### config.mk
export PLATFORM = sky130hd
export DESIGN_NAME = bounded_char_list_engine_unit
export DESIGN_NICKNAME = d
export VERILOG_FILES = /design/src/sv/bcle_pkg.sv /design/src/sv/bcle_cell.sv /design/src/sv/bcle_tree.sv /design/src/sv/bounded_char_list_engine_unit.sv
export SDC_FILE = /design/constraint.sdc
export NUM_CORES = 2
export LEC_CHECK = 0
export ABC_AREA = 0
export BUFFER_PORTS_ARGS = -buffer_cell sky130_fd_sc_hd__buf_2
export CAP_MARGIN = 0
export CORE_MARGIN = 2
export CORE_UTILIZATION = 60
export DETAILED_ROUTE_END_ITERATION = 8
export PLACE_DENSITY_LB_ADDON = 0.25
export SYNTH_ARGS = -nofsm -noshare
export SYNTH_HDL_FRONTEND = slang
export SYNTH_HIERARCHICAL = 1
export SYNTH_SLANG_ARGS = --single-unit
### constraint.sdc
create_clock -name clk -period 22.4 [get_ports clk]
set_input_delay 4.48 -clock clk [delete_from_list [all_inputs] [get_ports clk]]
set_output_delay 4.48 -clock clk [all_outputs]
set_load 0.03 [all_outputs]
### src/sv/bcle_pkg.sv
`timescale 1ns / 1ps

package bcle_pkg;

    localparam int CHAR_W = 8;
    localparam int OP_W   = 4;
    localparam int ST_W   = 2;

    localparam logic [OP_W-1:0] OP_PUSH_BACK  = 4'd0;
    localparam logic [OP_W-1:0] OP_PUSH_FRONT = 4'd1;
    localparam logic [OP_W-1:0] OP_INSERT     = 4'd2;
    localparam logic [OP_W-1:0] OP_REMOVE     = 4'd3;
    localparam logic [OP_W-1:0] OP_REPLACE    = 4'd4;
    localparam logic [OP_W-1:0] OP_READ       = 4'd5;
    localparam logic [OP_W-1:0] OP_FIRST      = 4'd6;
    localparam logic [OP_W-1:0] OP_LAST       = 4'd7;
    localparam logic [OP_W-1:0] OP_POP_FRONT  = 4'd8;
    localparam logic [OP_W-1:0] OP_POP_BACK   = 4'd9;
    localparam logic [OP_W-1:0] OP_CLEAR      = 4'd10;

    localparam logic [ST_W-1:0] ST_OK    = 2'd0;
    localparam logic [ST_W-1:0] ST_RANGE = 2'd1;
    localparam logic [ST_W-1:0] ST_EMPTY = 2'd2;
    localparam logic [ST_W-1:0] ST_FULL  = 2'd3;

    // Broadcast to every cell of the chain in the cycle an item is accepted.
    typedef struct packed {
        logic              wr;
        logic              up;
        logic              dn;
        logic [CHAR_W-1:0] data;
    } cell_cmd_t;

endpackage

### src/sv/bcle_cell.sv
`timescale 1ns / 1ps

module bcle_cell
    import bcle_pkg::*;
#(
    parameter int IDX = 0,
    parameter int AW  = 7
)
(
    input  logic              clk,
    input  cell_cmd_t         cmd,
    input  logic [AW-1:0]     at,
    input  logic [CHAR_W-1:0] left_data,
    input  logic [CHAR_W-1:0] right_data,
    input  logic              rd_en,
    input  logic [AW-1:0]     rd_at,
    output logic [CHAR_W-1:0] data,
    output logic [CHAR_W-1:0] leaf
);

    localparam logic [AW-1:0] MY_IDX = AW'(IDX);

    logic [CHAR_W-1:0] data_reg;
    logic [CHAR_W-1:0] data_next;

    always_comb
    begin
        data_next = data_reg;
        if (cmd.wr && (MY_IDX == at))
        begin
            data_next = cmd.data;
        end
        else if (cmd.up && (MY_IDX > at))
        begin
            data_next = left_data;
        end
        else if (cmd.dn && (MY_IDX >= at))
        begin
            data_next = right_data;
        end
    end

    always_ff @(posedge clk)
    begin
        data_reg <= data_next;
    end

    assign data = data_reg;
    // Only the addressed cell drives its byte into the read-out tree.
    assign leaf = (rd_en && (MY_IDX == rd_at)) ? data_reg : '0;

endmodule

### src/sv/bcle_tree.sv
`timescale 1ns / 1ps

module bcle_tree
    import bcle_pkg::*;
#(
    parameter int DEPTH  = 64,
    parameter int LEVELS = 2
)
(
    input  logic                         clk,
    input  logic [DEPTH-1:0][CHAR_W-1:0] leaves,
    output logic [CHAR_W-1:0]            top
);

    localparam int LEAVES = 1 << (3 * LEVELS);
    localparam int NODES  = (LEAVES - 1) / 7;

    function automatic int lvl_base(input int k);
        int b;
        b = 0;
        for (int m = 1; m < k; m++)
        begin
            b = b + (1 << (3 * (LEVELS - m)));
        end
        return b;
    endfunction

    logic [CHAR_W-1:0] leaf_pad [LEAVES];
    logic [CHAR_W-1:0] node_reg [NODES];

    genvar i, k, j;

    generate
        for (i = 0; i < LEAVES; i++)
        begin : g_pad
            if (i < DEPTH)
            begin : g_real
                assign leaf_pad[i] = leaves[i];
            end
            else
            begin : g_zero
                assign leaf_pad[i] = '0;
            end
        end

        // Registered 8-way OR tree: each level is registered.
        for (k = 1; k <= LEVELS; k++)
        begin : g_lvl
            for (j = 0; j < (1 << (3 * (LEVELS - k))); j++)
            begin : g_node
                localparam int DST = lvl_base(k) + j;
                logic [CHAR_W-1:0] acc;
                if (k == 1)
                begin : g_first
                    always_comb
                    begin
                        acc = '0;
                        for (int t = 0; t < 8; t++)
                        begin
                            acc = acc | leaf_pad[8 * j + t];
                        end
                    end
                end
                else
                begin : g_upper
                    localparam int SRC = lvl_base(k - 1) + 8 * j;
                    always_comb
                    begin
                        acc = '0;
                        for (int t = 0; t < 8; t++)
                        begin
                            acc = acc | node_reg[SRC + t];
                        end
                    end
                end
                always_ff @(posedge clk)
                begin
                    node_reg[DST] <= acc;
                end
            end
        end
    endgenerate

    assign top = node_reg[NODES-1];

endmodule

### src/sv/bounded_char_list_engine_unit.sv
`timescale 1ns / 1ps
// Bounded byte list held in a chain of DEPTH cells.
// Input channel (in_valid/in_ready): one request beat carries op, char_in and
// position. Output channel (out_valid/out_ready): one result beat per request
// with char_out, list_length and status.
// Every cell updates in the cycle the request is accepted, so insert and
// remove shift all entries at once. Reads go through a registered 8-way OR
// tree of LEVELS = ceil(log2(DEPTH)/3) levels (2 at DEPTH 64).
// The result is valid once the request has passed the rd_en/rd_at registers
// and the LEVELS registered levels of the tree. One request is in flight at a
// time; a new request is taken in the same cycle its predecessor's result is
// taken.
// Reset empties the list; stored bytes are not cleared and need no sweep.
// While the receiver stalls the result is held steady and no new request is
// accepted.
module bounded_char_list_engine_unit
    import bcle_pkg::*;
#(
    parameter int DEPTH = 64
)
(
    input  logic                              clk,
    input  logic                              rst_n,
    input  logic                              in_valid,
    output logic                              in_ready,
    input  logic [OP_W-1:0]                   op,
    input  logic [CHAR_W-1:0]                 char_in,
    input  logic [$clog2(DEPTH+1)-1:0]        position,
    output logic                              out_valid,
    input  logic                              out_ready,
    output logic [CHAR_W-1:0]                 char_out,
    output logic [$clog2(DEPTH+1)-1:0]        list_length,
    output logic [ST_W-1:0]                   status
);

    localparam int LW     = $clog2(DEPTH + 1);
    localparam int LEVELS = ($clog2(DEPTH) + 2) / 3;
    localparam int CW     = $clog2(LEVELS + 1);

    localparam logic [1:0] S_IDLE = 2'd0;
    localparam logic [1:0] S_BUSY = 2'd1;
    localparam logic [1:0] S_OUT  = 2'd2;

    localparam logic [LW-1:0] FULL_LEN = LW'(DEPTH);
    localparam logic [CW-1:0] CNT_INIT = CW'(LEVELS - 1);

    logic [1:0]        state_reg, state_next;
    logic [CW-1:0]     cnt_reg, cnt_next;
    logic [LW-1:0]     length_reg, length_next;
    logic [ST_W-1:0]   status_reg, status_next;
    logic              rd_en_reg, rd_en_next;
    logic [LW-1:0]     rd_at_reg, rd_at_next;

    logic              in_fire;
    logic              full;
    logic              empty;
    logic              pos_lt;
    logic              pos_le;
    cell_cmd_t         cmd;
    logic [LW-1:0]     at;

    logic [CHAR_W-1:0]            cell_data [DEPTH];
    logic [DEPTH-1:0][CHAR_W-1:0] leaf_bus;

    assign in_ready = (state_reg == S_IDLE) || ((state_reg == S_OUT) && out_ready);
    assign in_fire  = in_valid && in_ready;

    assign full   = (length_reg == FULL_LEN);
    assign empty  = (length_reg == '0);
    assign pos_lt = (position < length_reg);
    assign pos_le = (position <= length_reg);

    // Request decode. A failed request leaves the chain and the length alone.
    always_comb
    begin
        cmd         = '0;
        cmd.data    = char_in;
        at          = '0;
        length_next = length_reg;
        status_next = ST_OK;
        rd_en_next  = 1'b0;
        rd_at_next  = '0;
        case (op)
            OP_PUSH_BACK:
            begin
                if (full)
                begin
                    status_next = ST_FULL;
                end
                else
                begin
                    cmd.wr      = 1'b1;
                    at          = length_reg;
                    length_next = length_reg + LW'(1);
                end
            end
            OP_PUSH_FRONT:
            begin
                if (full)
                begin
                    status_next = ST_FULL;
                end
                else
                begin
                    cmd.wr      = 1'b1;
                    cmd.up      = 1'b1;
                    length_next = length_reg + LW'(1);
                end
            end
            OP_INSERT:
            begin
                if (!pos_le)
                begin
                    status_next = ST_RANGE;
                end
                else if (full)
                begin
                    status_next = ST_FULL;
                end
                else
                begin
                    cmd.wr      = 1'b1;
                    cmd.up      = 1'b1;
                    at          = position;
                    length_next = length_reg + LW'(1);
                end
            end
            OP_REMOVE:
            begin
                if (!pos_lt)
                begin
                    status_next = ST_RANGE;
                end
                else
                begin
                    cmd.dn      = 1'b1;
                    at          = position;
                    length_next = length_reg - LW'(1);
                end
            end
            OP_REPLACE:
            begin
                if (!pos_lt)
                begin
                    status_next = ST_RANGE;
                end
                else
                begin
                    cmd.wr = 1'b1;
                    at     = position;
                end
            end
            OP_READ:
            begin
                if (!pos_lt)
                begin
                    status_next = ST_RANGE;
                end
                else
                begin
                    rd_en_next = 1'b1;
                    rd_at_next = position;
                end
            end
            OP_FIRST:
            begin
                if (empty)
                begin
                    status_next = ST_EMPTY;
                end
                else
                begin
                    rd_en_next = 1'b1;
                end
            end
            OP_LAST:
            begin
                if (empty)
                begin
                    status_next = ST_EMPTY;
                end
                else
                begin
                    rd_en_next = 1'b1;
                    rd_at_next = length_reg - LW'(1);
                end
            end
            OP_POP_FRONT:
            begin
                if (empty)
                begin
                    status_next = ST_EMPTY;
                end
                else
                begin
                    cmd.dn      = 1'b1;
                    length_next = length_reg - LW'(1);
                end
            end
            OP_POP_BACK:
            begin
                if (empty)
                begin
                    status_next = ST_EMPTY;
                end
                else
                begin
                    length_next = length_reg - LW'(1);
                end
            end
            OP_CLEAR:
            begin
                length_next = '0;
            end
            default:
            begin
                length_next = length_reg;
            end
        endcase
        if (!in_fire)
        begin
            cmd.wr = 1'b0;
            cmd.up = 1'b0;
            cmd.dn = 1'b0;
        end
    end

    always_comb
    begin
        state_next = state_reg;
        cnt_next   = cnt_reg;
        case (state_reg)
            S_IDLE:
            begin
                if (in_fire)
                begin
                    state_next = S_BUSY;
                    cnt_next   = CNT_INIT;
                end
            end
            S_BUSY:
            begin
                if (cnt_reg == '0)
                begin
                    state_next = S_OUT;
                end
                else
                begin
                    cnt_next = cnt_reg - CW'(1);
                end
            end
            S_OUT:
            begin
                if (in_fire)
                begin
                    state_next = S_BUSY;
                    cnt_next   = CNT_INIT;
                end
                else if (out_ready)
                begin
                    state_next = S_IDLE;
                end
            end
            default:
            begin
                state_next = S_IDLE;
            end
        endcase
    end

    always_ff @(posedge clk or negedge rst_n)
    begin
        if (!rst_n)
        begin
            state_reg  <= S_IDLE;
            cnt_reg    <= '0;
            length_reg <= '0;
            rd_en_reg  <= 1'b0;
            status_reg <= ST_OK;
        end
        else
        begin
            state_reg <= state_next;
            cnt_reg   <= cnt_next;
            if (in_fire)
            begin
                length_reg <= length_next;
                rd_en_reg  <= rd_en_next;
                status_reg <= status_next;
            end
        end
    end

    always_ff @(posedge clk)
    begin
        if (in_fire)
        begin
            rd_at_reg <= rd_at_next;
        end
    end

    genvar i;
    generate
        for (i = 0; i < DEPTH; i++)
        begin : g_cell
            logic [CHAR_W-1:0] left_in;
            logic [CHAR_W-1:0] right_in;
            if (i == 0)
            begin : g_head
                assign left_in = '0;
            end
            else
            begin : g_mid_l
                assign left_in = cell_data[i-1];
            end
            if (i == DEPTH - 1)
            begin : g_tail
                assign right_in = '0;
            end
            else
            begin : g_mid_r
                assign right_in = cell_data[i+1];
            end
            bcle_cell #(
                .IDX (i),
                .AW  (LW)
            ) u_cell (
                .clk        (clk),
                .cmd        (cmd),
                .at         (at),
                .left_data  (left_in),
                .right_data (right_in),
                .rd_en      (rd_en_reg),
                .rd_at      (rd_at_reg),
                .data       (cell_data[i]),
                .leaf       (leaf_bus[i])
            );
        end
    endgenerate

    bcle_tree #(
        .DEPTH  (DEPTH),
        .LEVELS (LEVELS)
    ) u_tree (
        .clk    (clk),
        .leaves (leaf_bus),
        .top    (char_out)
    );

    assign out_valid   = (state_reg == S_OUT);
    assign list_length = length_reg;
    assign status      = status_reg;

endmodule

# [Word-level counts from Yosys, hierarchy flattened]
# Memories as Yosys holds them, arrays and structs flattened.
# Cells that the tools add are included.
# Widths: inputs -> output; s select.
[totals] out_inout_bits=19 register_bits=533 mem_count=1 mem_bits_rw=72
[mem_list] name="u_tree.node_reg" words=9 word_bits=8 rd=9 rd_clocked_by_memory_dff=0 write_ports=9 line_no="bcle_tree.sv:29" rtl="logic [CHAR_W-1:0] node_reg [NODES];"
[classes] order_cmp=130 reduce_logical=341 bitwise=63 n_eq_ne=147 mux=290 add_sub_neg=3
[op_table] cell="$mux 8" n=256
[op_table] cell="$or 8x8->8" n=63
[op_table] cell="$eq 6x7->1 const A" n=64
[op_table] cell="$logic_and 1x1->1" n=258
[op_table] cell="$eq 5x7->1 const A" n=32
[op_table] cell="$ge 6x7->1 const A" n=32
[op_table] cell="$gt 6x7->1 const A" n=32
[op_table] cell="$reduce_bool 3->1" n=64
[op_table] cell="$eq 4x7->1 const A" n=16
[op_table] cell="$ge 5x7->1 const A" n=16
[op_table] cell="$gt 5x7->1 const A" n=16
[op_table] cell="$mux 7" n=9
[op_table] cell="$eq 3x7->1 const A" n=8
[op_table] cell="$ge 4x7->1 const A" n=8
[op_table] cell="$gt 4x7->1 const A" n=8
[op_table] cell="$pmux 7 s5" n=1
[op_table] cell="$eq 2x7->1 const A" n=4
[op_table] cell="$ge 3x7->1 const A" n=4
[op_table] cell="$gt 3x7->1 const A" n=4
[op_table] cell="$logic_not 7->1" n=3
[op_table] cell="$pmux 7 s3" n=1
[op_table] cell="$mux 2" n=10
[op_table] cell="$eq 4x3->1 const B" n=4
[op_table] cell="$eq 1x7->1 const A" n=2
[op_table] cell="other kinds (36)" n=59

# [Logic depth before layout (Yosys ltp)]
[logic_depth] depth_word=10 mapped_depth=14

# [Worst setup path before layout]
# OpenSTA, ideal clock, no wires.
[synth_path] kind="input to register" startpoint="input port position[2]" endpoint="register g_cell[50].u_cell.data_reg[0], enable pin" stages=10 t_arrival_ps=22542 t_required_ps=22007 setup_slack_ps=-535 path_buffers=1 path_cell_list="ha_1 > a21oi_1 > a21oi_1 > nor2_1 > a32oi_1 > a2111oi_0 > clkinv_1 > or3_1 > buf_6 > a311oi_1"
[synth_rtl] element="from (decl)" line_no="bounded_char_list_engine_unit.sv:28" rtl="input logic [$clog2(DEPTH+1)-1:0] position,"
[synth_rtl] element="to (signal assigned)" line_no="bcle_cell.sv:45" rtl="data_reg <= data_next;"
[synth_rtl] element="to (decl)" line_no="bcle_cell.sv:23" rtl="logic [CHAR_W-1:0] data_reg;"

# [Worst setup path after layout]
[layout_path] startpoint="input port position[4]" endpoint="register g_cell[42].u_cell.data_reg[1], enable pin"
[layout_between] elab_chain_len=6
[layout_rtl] element="$lt 7x7->1 / $le 7x7->1 (equally long branches)" line_no="bounded_char_list_engine_unit.sv:70, bounded_char_list_engine_unit.sv:71"
[layout_rtl] element="$mux 7, on equally long branches" line_no="bounded_char_list_engine_unit.sv:130, bounded_char_list_engine_unit.sv:143, bounded_char_list_engine_unit.sv:112"
[layout_rtl] element="$pmux 7 s3 (*)" line_no="bounded_char_list_engine_unit.sv:83" rtl="case (op)"
[layout_rtl] element="named net at[5]" line_no="bounded_char_list_engine_unit.sv:60" rtl="logic [LW-1:0] at;"
[layout_rtl] element="$ge 6x7->1, or another cell as far along" line_no="bcle_cell.sv:37" rtl="else if (cmd.dn && (MY_IDX >= at))"
[layout_rtl] element="$logic_and 1x1->1, on equally long branches" line_no="bcle_cell.sv:37, bcle_cell.sv:29, bcle_cell.sv:33"
[layout_rtl] element="$reduce_bool 3->1 (no line) (*)"
[layout_rtl] element="to (signal assigned)" line_no="bcle_cell.sv:45"
[layout_rtl] element="to (decl)" line_no="bcle_cell.sv:23"
# The timed path passes the listed nets; every way through them passes the cells marked *.
# A chain may end at the register's enable or synchronous reset.

==> reports/qor.yml <==
dieArea_um2: 76600
coreArea_um2: 74100
cts_buffers: 72
tightest_slew_ns: 1.44
dieHeight_um: 277
finalHoldViolCount: 0
vias: 39700
critPathMaxStageDelay_ns: 0.75
total_leakage_power_uw: 0.0162
grt_pass1_vias: 36800
grt_max_degree: 140
cts.path.max_buffers: 3
cap_violations: 0
criticalPathCategory: "in -> reg"
tns_ns: 0
wl_per_cell_um: 26.9
clockRootBuffer: "clkbuf_16"
grt_pass1_wl_um: 221000
stdcell_count: 5426
overflow: 0
cpMaxStageDelayCell: "a32oi_1"
yosys_warnings: 6
track_usage: 0.366
antenna_found_initial: 2
fin_nets: 4434
clkLatencyLatePin_ns: 0.63
num_rows: 100
cp_max_fo: 63
initial_core_util: 0.602
cp_top_family: "compound AO/OA/AOI/OAI gates"
nFillCells: 6142
peakVddDrop_mv: 0.0526
avgSynthCellArea_um2: 9.97
setup_viol: 0
skew_ns: 0.0259
ys_async_sr_fraction: 0.0231
diodes: 0
cts_setup_buffers: 0
fp.dieW_um: 277
path_cells: "buf_2 > ha_1 > a21oi_1 > o21ai_1 > o22ai_1 > a32o_1 > a22o_4 > buf_4 > buf_4 > nand4bb_1 > or3_1 > a32oi_1"
hpwl_um: 93400
cts_resized: 0
gp_congestion: 0.962
hp-class: "reg -> reg"
slew_headroom: 0.0312
ios: 42
ctsHoldBuffers: 0
drtPass1Iterations: 6
maxSlewViolCount: 0
status: "completed"
final_cell_mix: "and2_1, edfxtp_1, nor4_1"
synthFlopType: "edfxtp_1"
ys_seq_elements: 605
drc: 0
layout-drive-gt1-share: 0.149
dp_cells: 5295
syn_area_um2: 44600
io_buffer_count: 41
drtAntennaViolNets: 0
drt_wl_total_um: 146000
ys_seq_area_frac: 0.389
first_iter_violations: 6228
largest_reg_flops: 512
endpoint_kind: "flip-flop"
cts_max_level: 3
clk_pin_slew_ns: 0.06
worstPathRequired_ns: 22.65
crit_buf_inv: 3
synth_edf_count: 519
min_period_ns: 9.69
cp_common_cell: "buf_4"
critPathLaunchType: "input pin"
vias_per_cell: 7.31
power_uw: 3290
cts_tree: "done"
finalCritPeriodShare: 0.433
power_density_nw_per_um2: 69.5
crit_arrival_ns: 9.94
ys_types: 172
clock.fmax_ghz: 0.103
grt_setup_unrepaired: "no"
cts_num_sinks: 605
synth_cells: 4476
final_common_cell: "and2_1"
areaGrowthSynthToFinish_pct: 5.96
tightest hold or removal path, delay by kind of cell, from the launching register on:
kind | cells | cell delay [ns]
simple gates | 2 | 0.09
flops | 1 | 0.30
final cells by class:
type | instances | area, um^2 | share of cell area
Clock buffer | 98 | 2110 | 0.0446
Clock inverter | 32 | 211 | 0.00447
Inverter | 259 | 972 | 0.0206
Multi-Input combinational cell | 3371 | 24700 | 0.523
Sequential cell | 605 | 17400 | 0.367
Tap cell | 969 | 1210 | 0.0256
Timing Repair Buffer | 92 | 668 | 0.0141
kinds of logic after synthesis:
kind of cell | count (synthesis) | share of synthesized area
muxes | 92 | 0.0234
and+or+nand+nor | 2041 | 0.297
other | 1 | 0.0000840
adders and majority gates | 10 | 0.00280
AOI/OAI and AO/OA | 1214 | 0.227
xor gates and xnor gates | 6 | 0.00118
buffers and inverters | 507 | 0.0592
DFF | 605 | 0.389
power by group:
group	leakage, uW	internal, uW	switching [uW]
registers	0.00546	1320	89.9
clock network	0.00116	682	493
logic	0.00954	222	479
layer usage:
layer / vias up / global-route usage / wire length [um] / part of all wire
li1: 17600 / - / - / -
met1: 18800 / 0.517 / 57900 / 0.40
met2: 2771 / 0.549 / 63100 / 0.43
met3: 527 / 0.0680 / 17900 / 0.12
met4: 4 / 0.167 / 7050 / 0.048
met5: - / 0 / 29 / 0.00020
final timing paths:
path | start | endpoint | slack (ns) | cells past startpoint
setup / recovery | position[4] | g_cell[42].u_cell/data[1] | 12.71 | 12
hold / removal | u_tree/node_reg[1][13] | u_tree/node_reg[4][5] | 0.42 | 2
setup reg to reg | list_length[4] | g_cell[42].u_cell/data[1] | 15.87 | 12
hold reg to reg | u_tree/node_reg[1][13] | u_tree/node_reg[4][5] | 0.42 | 2
max in group asynchronous | rst_n | rd_en_reg | 18.35 | 1
min in group asynchronous | rst_n | status[1] | 3.75 | 1
synthesized netlist by cell type (62+ instances only):
cell type	count	area, um^2
a31oi_1	138	863
and2_1	525	3280
buf_6	69	777
clkbuf_1	71	267
dfxtp_1	72	1440
edfxtp_1	519	15600
inv_1	247	927
nand2_1	219	822
nand3_1	153	766
nand4_1	77	482
nor2_1	138	518
nor3_1	130	651
nor4_1	254	1590
o211ai_1	62	465
o21ai_0	181	906
through the flow:
| step | area [um^2] | util | setup slack, ns | hold WS [ns] |
|---|---|---|---|---|
| 2_1_floorplan | 44700 | - | 4.18 | 0.388 |
| 3_3_place_gp | 45000 | 0.607 | 12.36 | 0.401 |
| 3_5_place_dp | 45000 | 0.607 | 12.27 | 0.405 |
| 4_1_cts | 47300 | 0.638 | 12.92 | 0.422 |
| 5_1_grt | 47300 | 0.638 | 12.42 | 0.448 |
| 6_report | 47300 | 0.638 | 12.71 | 0.419 |
No activity file was read; power rests on OpenSTA's default activity.
